**config.mk**
```make
export PLATFORM = sky130hd
export DESIGN_NAME = ecdsa_der_signature_strict_check_unit
export DESIGN_NICKNAME = d
export VERILOG_FILES = /design/src/hdl/dsc_pkg.sv /design/src/hdl/ecdsa_der_signature_strict_check_unit.sv /design/src/hdl/dsc_parser.sv
export SDC_FILE = /design/constraint.sdc
export NUM_CORES = 1
export LEC_CHECK = 0
export ABC_AREA = 1
export BUFFER_PORTS_ARGS = -buffer_cell sky130_fd_sc_hd__buf_4
export CAP_MARGIN = 20
export CORE_MARGIN = 2
export CORE_UTILIZATION = 25
export DETAILED_ROUTE_END_ITERATION = 12
export GPL_ROUTABILITY_DRIVEN = 0
export PLACE_DENSITY = 0.45
export RECOVER_POWER = 50
export SLEW_MARGIN = 20
export SYNTH_ARGS = -nofsm -noshare
export SYNTH_HDL_FRONTEND = slang
export SYNTH_HIERARCHICAL = 1
export SYNTH_SLANG_ARGS = --single-unit
```
**constraint.sdc**
```tcl
create_clock -name clk -period 3.3 [get_ports clk]
set_input_delay 0.66 -clock clk [delete_from_list [all_inputs] [get_ports clk]]
set_output_delay 0.66 -clock clk [all_outputs]
set_load 0.005 [all_outputs]
```
**src/hdl/dsc_pkg.sv**
```systemverilog
package dsc_pkg;

	// default sizes
	localparam int MAX_SIG_BYTES_DEF = 72;
	localparam int MAX_INT_BYTES_DEF = 33;

	// DER codes
	localparam logic [7:0] TAG_SEQUENCE  = 8'h30;
	localparam logic [7:0] TAG_INTEGER   = 8'h02;
	localparam int         MIN_SIG_BYTES = 8;

	typedef enum logic [7:0] {
		PH_SEQ_TAG = 8'b0000_0001,
		PH_SEQ_LEN = 8'b0000_0010,
		PH_INT_TAG = 8'b0000_0100,
		PH_INT_LEN = 8'b0000_1000,
		PH_FIRST   = 8'b0001_0000,
		PH_SECOND  = 8'b0010_0000,
		PH_REST    = 8'b0100_0000,
		PH_DONE    = 8'b1000_0000
	} phase_t;

	typedef struct packed {
		logic [7:0] data_byte;
		logic       is_last;
	} dsc_item_t;

endpackage

```
**src/hdl/ecdsa_der_signature_strict_check_unit.sv**
```systemverilog
// Channel  Dir  Fields (tdata / tuser / tlast)
// s_*      in   tdata[7:0] = data_byte, tlast = is_last
// m_*      out  tdata[0] = sig_ok, tdata[7:1] = 0; one item per signature
//
// One byte item per cycle while no last byte stalls. A byte goes into the input register,
// is parsed there combinationally, and the verdict of a last byte is registered
// in the result register.
// Reset (arst_n low) empties both registers and returns the parser to the tag.
// A last byte waits in the input register while the result register is full.
module ecdsa_der_signature_strict_check_unit #(
	parameter int MAX_SIG_BYTES = dsc_pkg::MAX_SIG_BYTES_DEF,
	parameter int MAX_INT_BYTES = dsc_pkg::MAX_INT_BYTES_DEF
) (
	input  logic       clk,
	input  logic       arst_n,
	input  logic       s_tvalid,
	output logic       s_tready,
	input  logic [7:0] s_tdata,   // [7:0] data_byte
	input  logic       s_tlast,
	output logic       m_tvalid,
	input  logic       m_tready,
	output logic [7:0] m_tdata    // [0] sig_ok, [7:1] zero
);
	import dsc_pkg::*;

	dsc_item_t item_s1;
	logic      valid_s1;
	logic      out_free;
	logic      adv;
	logic      verdict;
	logic      m_valid_q;
	logic      sig_ok_q;

	assign out_free = !m_valid_q || m_tready;
	assign adv      = valid_s1 && (!item_s1.is_last || out_free);
	assign s_tready = !valid_s1 || adv;

	always_ff @(posedge clk or negedge arst_n) begin
		if (!arst_n) begin
			valid_s1 <= 1'b0;
		end else if (s_tready) begin
			valid_s1 <= s_tvalid;
		end
	end

	always_ff @(posedge clk) begin
		if (s_tready && s_tvalid) begin
			item_s1.data_byte <= s_tdata;
			item_s1.is_last   <= s_tlast;
		end
	end

	dsc_parser #(
		.MAX_SIG_BYTES(MAX_SIG_BYTES),
		.MAX_INT_BYTES(MAX_INT_BYTES)
	) u_parser (
		.clk     (clk),
		.arst_n  (arst_n),
		.adv     (adv),
		.item    (item_s1),
		.verdict (verdict)
	);

	always_ff @(posedge clk or negedge arst_n) begin
		if (!arst_n) begin
			m_valid_q <= 1'b0;
		end else if (out_free) begin
			m_valid_q <= adv && item_s1.is_last;
		end
	end

	always_ff @(posedge clk) begin
		if (out_free && adv && item_s1.is_last) begin
			sig_ok_q <= verdict;
		end
	end

	assign m_tvalid = m_valid_q;
	assign m_tdata  = {7'd0, sig_ok_q};

endmodule

```
**src/hdl/dsc_parser.sv**
```systemverilog
module dsc_parser #(
	parameter int MAX_SIG_BYTES = dsc_pkg::MAX_SIG_BYTES_DEF,
	parameter int MAX_INT_BYTES = dsc_pkg::MAX_INT_BYTES_DEF
) (
	input  logic                clk,
	input  logic                arst_n,
	input  logic                adv,      // item in the input stage is consumed this cycle
	input  dsc_pkg::dsc_item_t  item,
	output logic                verdict   // pass/fail of the signature ending with item
);
	import dsc_pkg::*;

	localparam int LEN_W = $clog2(MAX_SIG_BYTES - 1);
	localparam int VAL_W = $clog2(MAX_INT_BYTES + 1);
	localparam logic [7:0] SEQ_LEN_MIN = 8'(MIN_SIG_BYTES - 2);
	localparam logic [7:0] SEQ_LEN_MAX = 8'(MAX_SIG_BYTES - 2);
	localparam logic [7:0] INT_LEN_MAX = 8'(MAX_INT_BYTES);
	localparam logic [VAL_W-1:0] LEFT_FULL = VAL_W'(MAX_INT_BYTES - 1);

	phase_t            phase_q, phase_d;
	logic [LEN_W-1:0]  len_q, len_d, len_dec;
	logic [VAL_W-1:0]  left_q, left_d, left_dec;
	logic              idx_q, idx_d;
	logic              zero_q, zero_d;
	logic              fail_q, fail_d;
	logic              value_done;
	logic              full, top, bad_second;
	logic [7:0]        b;

	assign b          = item.data_byte;
	assign len_dec    = len_q - LEN_W'(1);
	assign left_dec   = left_q - VAL_W'(1);
	assign value_done = (left_dec == '0);
	assign full       = (left_q == LEFT_FULL);
	assign top        = b[7];
	// a full-size integer needs the zero pad; otherwise a pad only before a set top bit
	assign bad_second = full ? (!zero_q || !top) : (zero_q && !top);

	always_comb begin
		phase_d = phase_q;
		len_d   = len_q;
		left_d  = left_q;
		idx_d   = idx_q;
		zero_d  = zero_q;
		fail_d  = fail_q;
		if (!fail_q) begin
			case (phase_q)
				PH_SEQ_TAG: begin
					if (b != TAG_SEQUENCE) fail_d = 1'b1;
					else phase_d = PH_SEQ_LEN;
				end
				PH_SEQ_LEN: begin
					if (b[7] || b < SEQ_LEN_MIN || b > SEQ_LEN_MAX) begin
						fail_d = 1'b1;
					end else begin
						len_d   = b[LEN_W-1:0];
						phase_d = PH_INT_TAG;
					end
				end
				PH_INT_TAG: begin
					if (len_q < LEN_W'(2) || b != TAG_INTEGER) begin
						fail_d = 1'b1;
					end else begin
						len_d   = len_dec;
						phase_d = PH_INT_LEN;
					end
				end
				PH_INT_LEN: begin
					len_d = len_dec;
					if (b == 8'd0 || b > INT_LEN_MAX || b > 8'(len_dec)) begin
						fail_d = 1'b1;
					end else begin
						left_d  = b[VAL_W-1:0];
						phase_d = PH_FIRST;
					end
				end
				PH_FIRST: begin
					len_d  = len_dec;
					left_d = left_dec;
					if (top) begin
						fail_d = 1'b1;
					end else begin
						zero_d = (b == 8'd0);
						if (!value_done) phase_d = PH_SECOND;
						else if (!idx_q) begin
							idx_d   = 1'b1;
							phase_d = PH_INT_TAG;
						end else phase_d = PH_DONE;
					end
				end
				PH_SECOND: begin
					len_d  = len_dec;
					left_d = left_dec;
					if (bad_second) begin
						fail_d = 1'b1;
					end else if (!value_done) begin
						phase_d = PH_REST;
					end else if (!idx_q) begin
						idx_d   = 1'b1;
						phase_d = PH_INT_TAG;
					end else begin
						phase_d = PH_DONE;
					end
				end
				PH_REST: begin
					len_d  = len_dec;
					left_d = left_dec;
					if (!value_done) phase_d = PH_REST;
					else if (!idx_q) begin
						idx_d   = 1'b1;
						phase_d = PH_INT_TAG;
					end else phase_d = PH_DONE;
				end
				// trailing bytes after the second integer land here too
				default: fail_d = 1'b1;
			endcase
		end
	end

	assign verdict = !fail_d && (phase_d == PH_DONE) && (len_d == '0);

	always_ff @(posedge clk or negedge arst_n) begin
		if (!arst_n) begin
			phase_q <= PH_SEQ_TAG;
			len_q   <= '0;
			left_q  <= '0;
			idx_q   <= 1'b0;
			zero_q  <= 1'b0;
			fail_q  <= 1'b0;
		end else if (adv) begin
			if (item.is_last) begin
				phase_q <= PH_SEQ_TAG;
				len_q   <= '0;
				left_q  <= '0;
				idx_q   <= 1'b0;
				zero_q  <= 1'b0;
				fail_q  <= 1'b0;
			end else begin
				phase_q <= phase_d;
				len_q   <= len_d;
				left_q  <= left_d;
				idx_q   <= idx_d;
				zero_q  <= zero_d;
				fail_q  <= fail_d;
			end
		end
	end

	a_phase_onehot: assert property (@(posedge clk) disable iff (!arst_n)
		$onehot(phase_q))
		else $error("parser phase not one-hot");

	a_restart: assert property (@(posedge clk) disable iff (!arst_n)
		adv && item.is_last |=> phase_q == PH_SEQ_TAG && !fail_q && !idx_q)
		else $error("parser did not restart after last item");

	a_pass_path: assert property (@(posedge clk) disable iff (!arst_n)
		adv && verdict |-> idx_q && !fail_q &&
			(phase_q == PH_FIRST || phase_q == PH_SECOND || phase_q == PH_REST))
		else $error("pass reached outside the second integer's value");

	a_left_range: assert property (@(posedge clk) disable iff (!arst_n)
		left_q <= VAL_W'(MAX_INT_BYTES))
		else $error("value byte count out of range");

endmodule
```
==> results.md <==
Cells and area:
- The number of antenna diodes in the final layout is 0.
- The total of fill cells in the finished design is about 1,300.
- The post-synthesis to final-layout area growth is 12.43%.
- Registers take between 900 and 1000 um2.
- The count of cells in the finished layout, fillers not included, comes to around 630.
- For this run, the post-layout net count is approximately 500.
- The library cell used most frequently in the layout, excluding fill and tap cells, is nand2_1.
- The top cell types in the final layout, fill and taps aside, are 132 x nand2_1, 59 x inv_1, 55 x nor2_1, 41 x nand3_1, 25 x dfrtp_1.
- The total area of multi-input combinational cells is between 1500 and 2000 um2.
- Of the cells placed in the final design, the portion with a size suffix greater than 1 is 12.68%.
- Once layout is complete, the utilization of the core stands at 28.76%.

Power and ir drop:
- The net switching share of the total power is 41.34%.
- Of the total power, the clock network draws 27.2%.
- The cell-internal power is 1.003 mW.
- The leakage power of the design is 1.727 nW.
- The fraction of power consumed by combinational cells is around two fifths.
- The maximum VDD drop is 0.1889 mV.
- The sequential group share of total power is 33.8%.
- The switching power is between 0.7 and 0.8 mW.
- The total power divided by cell area is 497.3 nW/um2.

Critical path:
- The path type of the worst setup path is reg2reg.
- The most repeated library cell on the critical path is nand2_1.
- STA classifies the critical path startpoint as a register.
- The largest individual stage delay along the critical path comes from the cell dfrtp_1.
- The kind of cell with the highest combined delay along the critical path is simple AND/OR/NAND/NOR gates.
- The arrival time of the worst setup path is 2.84 ns.
- The worst endpoint required time is 3.44 ns.
- Counting both buffers and inverters, the worst setup path holds a total of 1.
- Traced cell by cell, the critical path runs through inv_1 > ha_1 > nand2_1 > xor2_1 > ha_1 > nand2_1 > nor2_1 > nand2_1 > nand2_1 > nand2_1 > nand2_1 > nand2_1 > nand2_1 > nor2_1 > nand2_1 > nor2_1 > nand3_1 > nor2_1.
- The worst stage delay on the critical path is 0.37 ns.
- The maximum fanout encountered on the critical timing path is 6.
- The capturing element type of the critical path is a register.

Logic synthesis:
- A synthesized cell averages between 6 and 7 um2.
- Synthesis inferred 36 register bits.
- The fraction of the mapped netlist area in compound gates is under 10%.
- The main combinational cell family by area after synthesis is simple AND/OR/NAND/NOR gates.
- The share of synthesized cell area in and, or, nand and nor gates is 41.80%.
- After synthesis the cells add up to approximately 3100 um2.
- After technology mapping, the gate count stands at 463.
- The area share of the largest cell type after synthesis is about a fifth.
- The post-synthesis xor/xnor area fraction is 1.718%.
- The fraction of the mapped netlist area in adder cells is 4.499%.
- The portion of netlist area occupied by mux cells is 0%.
- Ranked by total cell area, the synthesized netlist is headed by dfrtp_1 20%, nand2_1 16%, edfxtp_1 9.8%.
- During synthesis, Yosys emitted a total of 6 warnings.
- The share of the yosys chip area belonging to registers is between 30% and 40%.
- The synthesized netlist contains 34 unique library cells.
- The cell type with the largest total area after synthesis is dfrtp_1.

Clock tree:
- The maximum count of clock buffers along a single path is 2.
- The post-cts sizing count is 0.
- Hold repair after CTS inserted 0 buffers.
- After clock tree synthesis, the clock-pin slew on the worst setup and hold paths is 0.06 ns.
- The cell sitting at the root of the clock tree is a clkbuf_16.
- The number of H-tree branching levels is 2.
- After clock tree synthesis, the setup repair step added 0 buffers.
- The insertion delay to the later sink of the worst-skew pair is 0.28 ns.
- The total CTS buffers is 5.
- Counting every sink on the clock net gives 36.
- The TritonCTS clock tree is built.

Floorplanning:
- The area inside the core boundary is 11,960 um2.
- The effective utilization at floorplan is roughly 26%.
- The floorplan step set the die width to between 100 and 150 um.
- Pin placement for this block handled 23 I/O pins.
- The height of the die is roughly 110 um.
- After floorplanning, the core was divided into 40 placement rows.
- The full die area is 13,140 um2.

STA:
- Setup repair after global routing left no endpoint under its margin.
- The total count of hold-check failures in the final report is 0.
- In this run the tightest slew margin relative to its limit is -11.93%.
- The number of failing setup endpoints in the final timing report is 0.
- Based on the critical path, the design can be clocked at up to 370.9 MHz.
- The fraction of the cycle the final worst path needs is between 80% and 90%.
- Clock skew on the completed layout was measured at ~0.0036 ns.
- The max-slew violation total from the final report came to 27.
- The routed design could run at a clock period as short as 2.696 ns.
- Final hold analysis gives a worst-case slack of 0.5575 ns.
- The setup TNS is 0 ns.
- The slew of the pin with the lowest slew margin is 1.679 ns.

Routing:
- The pre-antenna-repair detailed-routing pass consisted of 5 iterations.
- The total via count in the routed design is 2,971.
- The detail route stage leaves a number of antenna-violating nets equal to 0.
- In the final routed layout, each cell accounts on average for 14.22 um.
- The number of DRC markers after the initial detailed-route iteration is 204.
- The average via count per standard cell is 4.731.
- In the routed design, unresolved DRC markers number 0.
- After detailed routing, the total wire length is 8928 um.

GRT:
- The first global-routing pass estimated around 15,000 um of wire.
- For this run the aggregate overflow at the end of global routing stands at 0.
- The number of antenna violations at the first check in global routing was 0.
- The maximum number of pins on one net before global-route repair is 27.
- The global-route usage over all layers is 14.32%.
- The number of global-route vias before repair is approximately 2,900.

Placed design:
- After legalization and detailed placement, the total HPWL measured just under 7000 um.
- The count of input and output buffers is 15.
- The number of cells after detailed placement is 620.

Outcome:
- The final reports fail on capacitance limit, slew limit.
- The run finished, with violations left.

Min path:
- In this run the worst hold path is classified as reg2reg.

Job:
- Across the run, the number of max-cap violations was 1.
## logic make-up after synthesis
kind of cell	Yosys count
AO/OA/AOI/OAI	51
XOR/XNOR	6
adder cells (fa/ha/maj)	11
buffers and inverters	83
flip-flops	36
other	1
AND/OR/NAND/NOR	275
## cells in the mapped netlist, drive strengths merged
cell type    n
nand4       17
a21boi       1
xor2         5
o22ai       15
a31o         1
dfrtp       25
clkbuf       3
and3         1
nand2      137
inv         68
nor2        75
a21oi        8
o21ai       24
clkinv       1
nor3         2
dfstp        1
conb         1
xnor2        1
a31oi        2
edfxtp      10
and2         1
buf         11
nand3       42
ha          11
## flip-flops by register name (all words and copies together), names as in the netlist
register and count:
item_s1 9, u_parser/phase_q 8, u_parser/len_q 7, u_parser/left_q 6, m_tvalid 1, sig_ok_q 1
u_parser/fail_q 1, u_parser/idx_q 1, u_parser/zero_q 1, valid_s1 1
## power by group through the flow
stage	logic (mW)	registers [mW]	clock network (mW)
after floorplan	0.515	0.561	0
after global placement	0.665	0.587	0
after detailed placement	0.662	0.587	0
after CTS	0.666	0.579	0.480
after global routing	0.755	0.589	0.503
final	0.667	0.579	0.465
## worst reg2reg max path, stage by stage (launching register included)
cell and delay, ns:
dfrtp_1 0.37, inv_1 0.16, ha_1 0.26, nand2_1 0.09, xor2_1 0.31, ha_1 0.30, nand2_1 0.07, nor2_1 0.05
nand2_1 0.06, nand2_1 0.04, nand2_1 0.09, nand2_1 0.07, nand2_1 0.12, nand2_1 0.07, nor2_1 0.14, nand2_1 0.07
nor2_1 0.09, nand3_1 0.09, nor2_1 0.11
## stage by stage
stage	setup WS (ns)	cell area (um2)	power, mW
final	0.6039	3440	1.710
after CTS	0.6419	3447	1.726
after floorplan	1.030	3082	1.076
after global routing	0.3493	3440	1.848
after detailed placement	0.6714	3308	1.249
after global placement	0.7155	3308	1.252
## per-layer routing
metal	GRT usage, %	share of wire, %	up-vias	wire (um)
met1	19.87	48	1378	4252
met5	0	0	-	0
met4	3.008	0.78	0	70
met3	1.800	3.8	6	340
met2	23.87	48	75	4264
li1	-	-	1512	-
## layout make-up
cell class / instances / share of cell area (%)
inverters: 69 / 7.530
well taps: 147 / 5.347
flip-flops and latches: 36 / 27.68
repair buffers: 18 / 3.710
multi-input cells: 350 / 51.69
clock buffers: 5 / 3.638
clock inverters: 3 / 0.4001
## path summary, 6_finish.rpt
check                                                 end  depth (start not counted)  slack [ns]                           from
min                           u_parser/zero_q$_DFFE_PN0P_                          2        0.56    u_parser/zero_q$_DFFE_PN0P_
min in group asynchronous  u_parser/left_q[3]$_DFFE_PN0P_                          1        0.81                         arst_n
max reg2reg                            sig_ok_q$_DFFE_PP_                         18        0.60  u_parser/len_q[0]$_DFFE_PN0P_
max in group asynchronous   u_parser/len_q[5]$_DFFE_PN0P_                          1        1.52                         arst_n
max                                    sig_ok_q$_DFFE_PP_                         18        0.60  u_parser/len_q[0]$_DFFE_PN0P_
min reg2reg                   u_parser/zero_q$_DFFE_PN0P_                          2        0.56    u_parser/zero_q$_DFFE_PN0P_
Note: power is estimated with default switching activity, not from simulation.
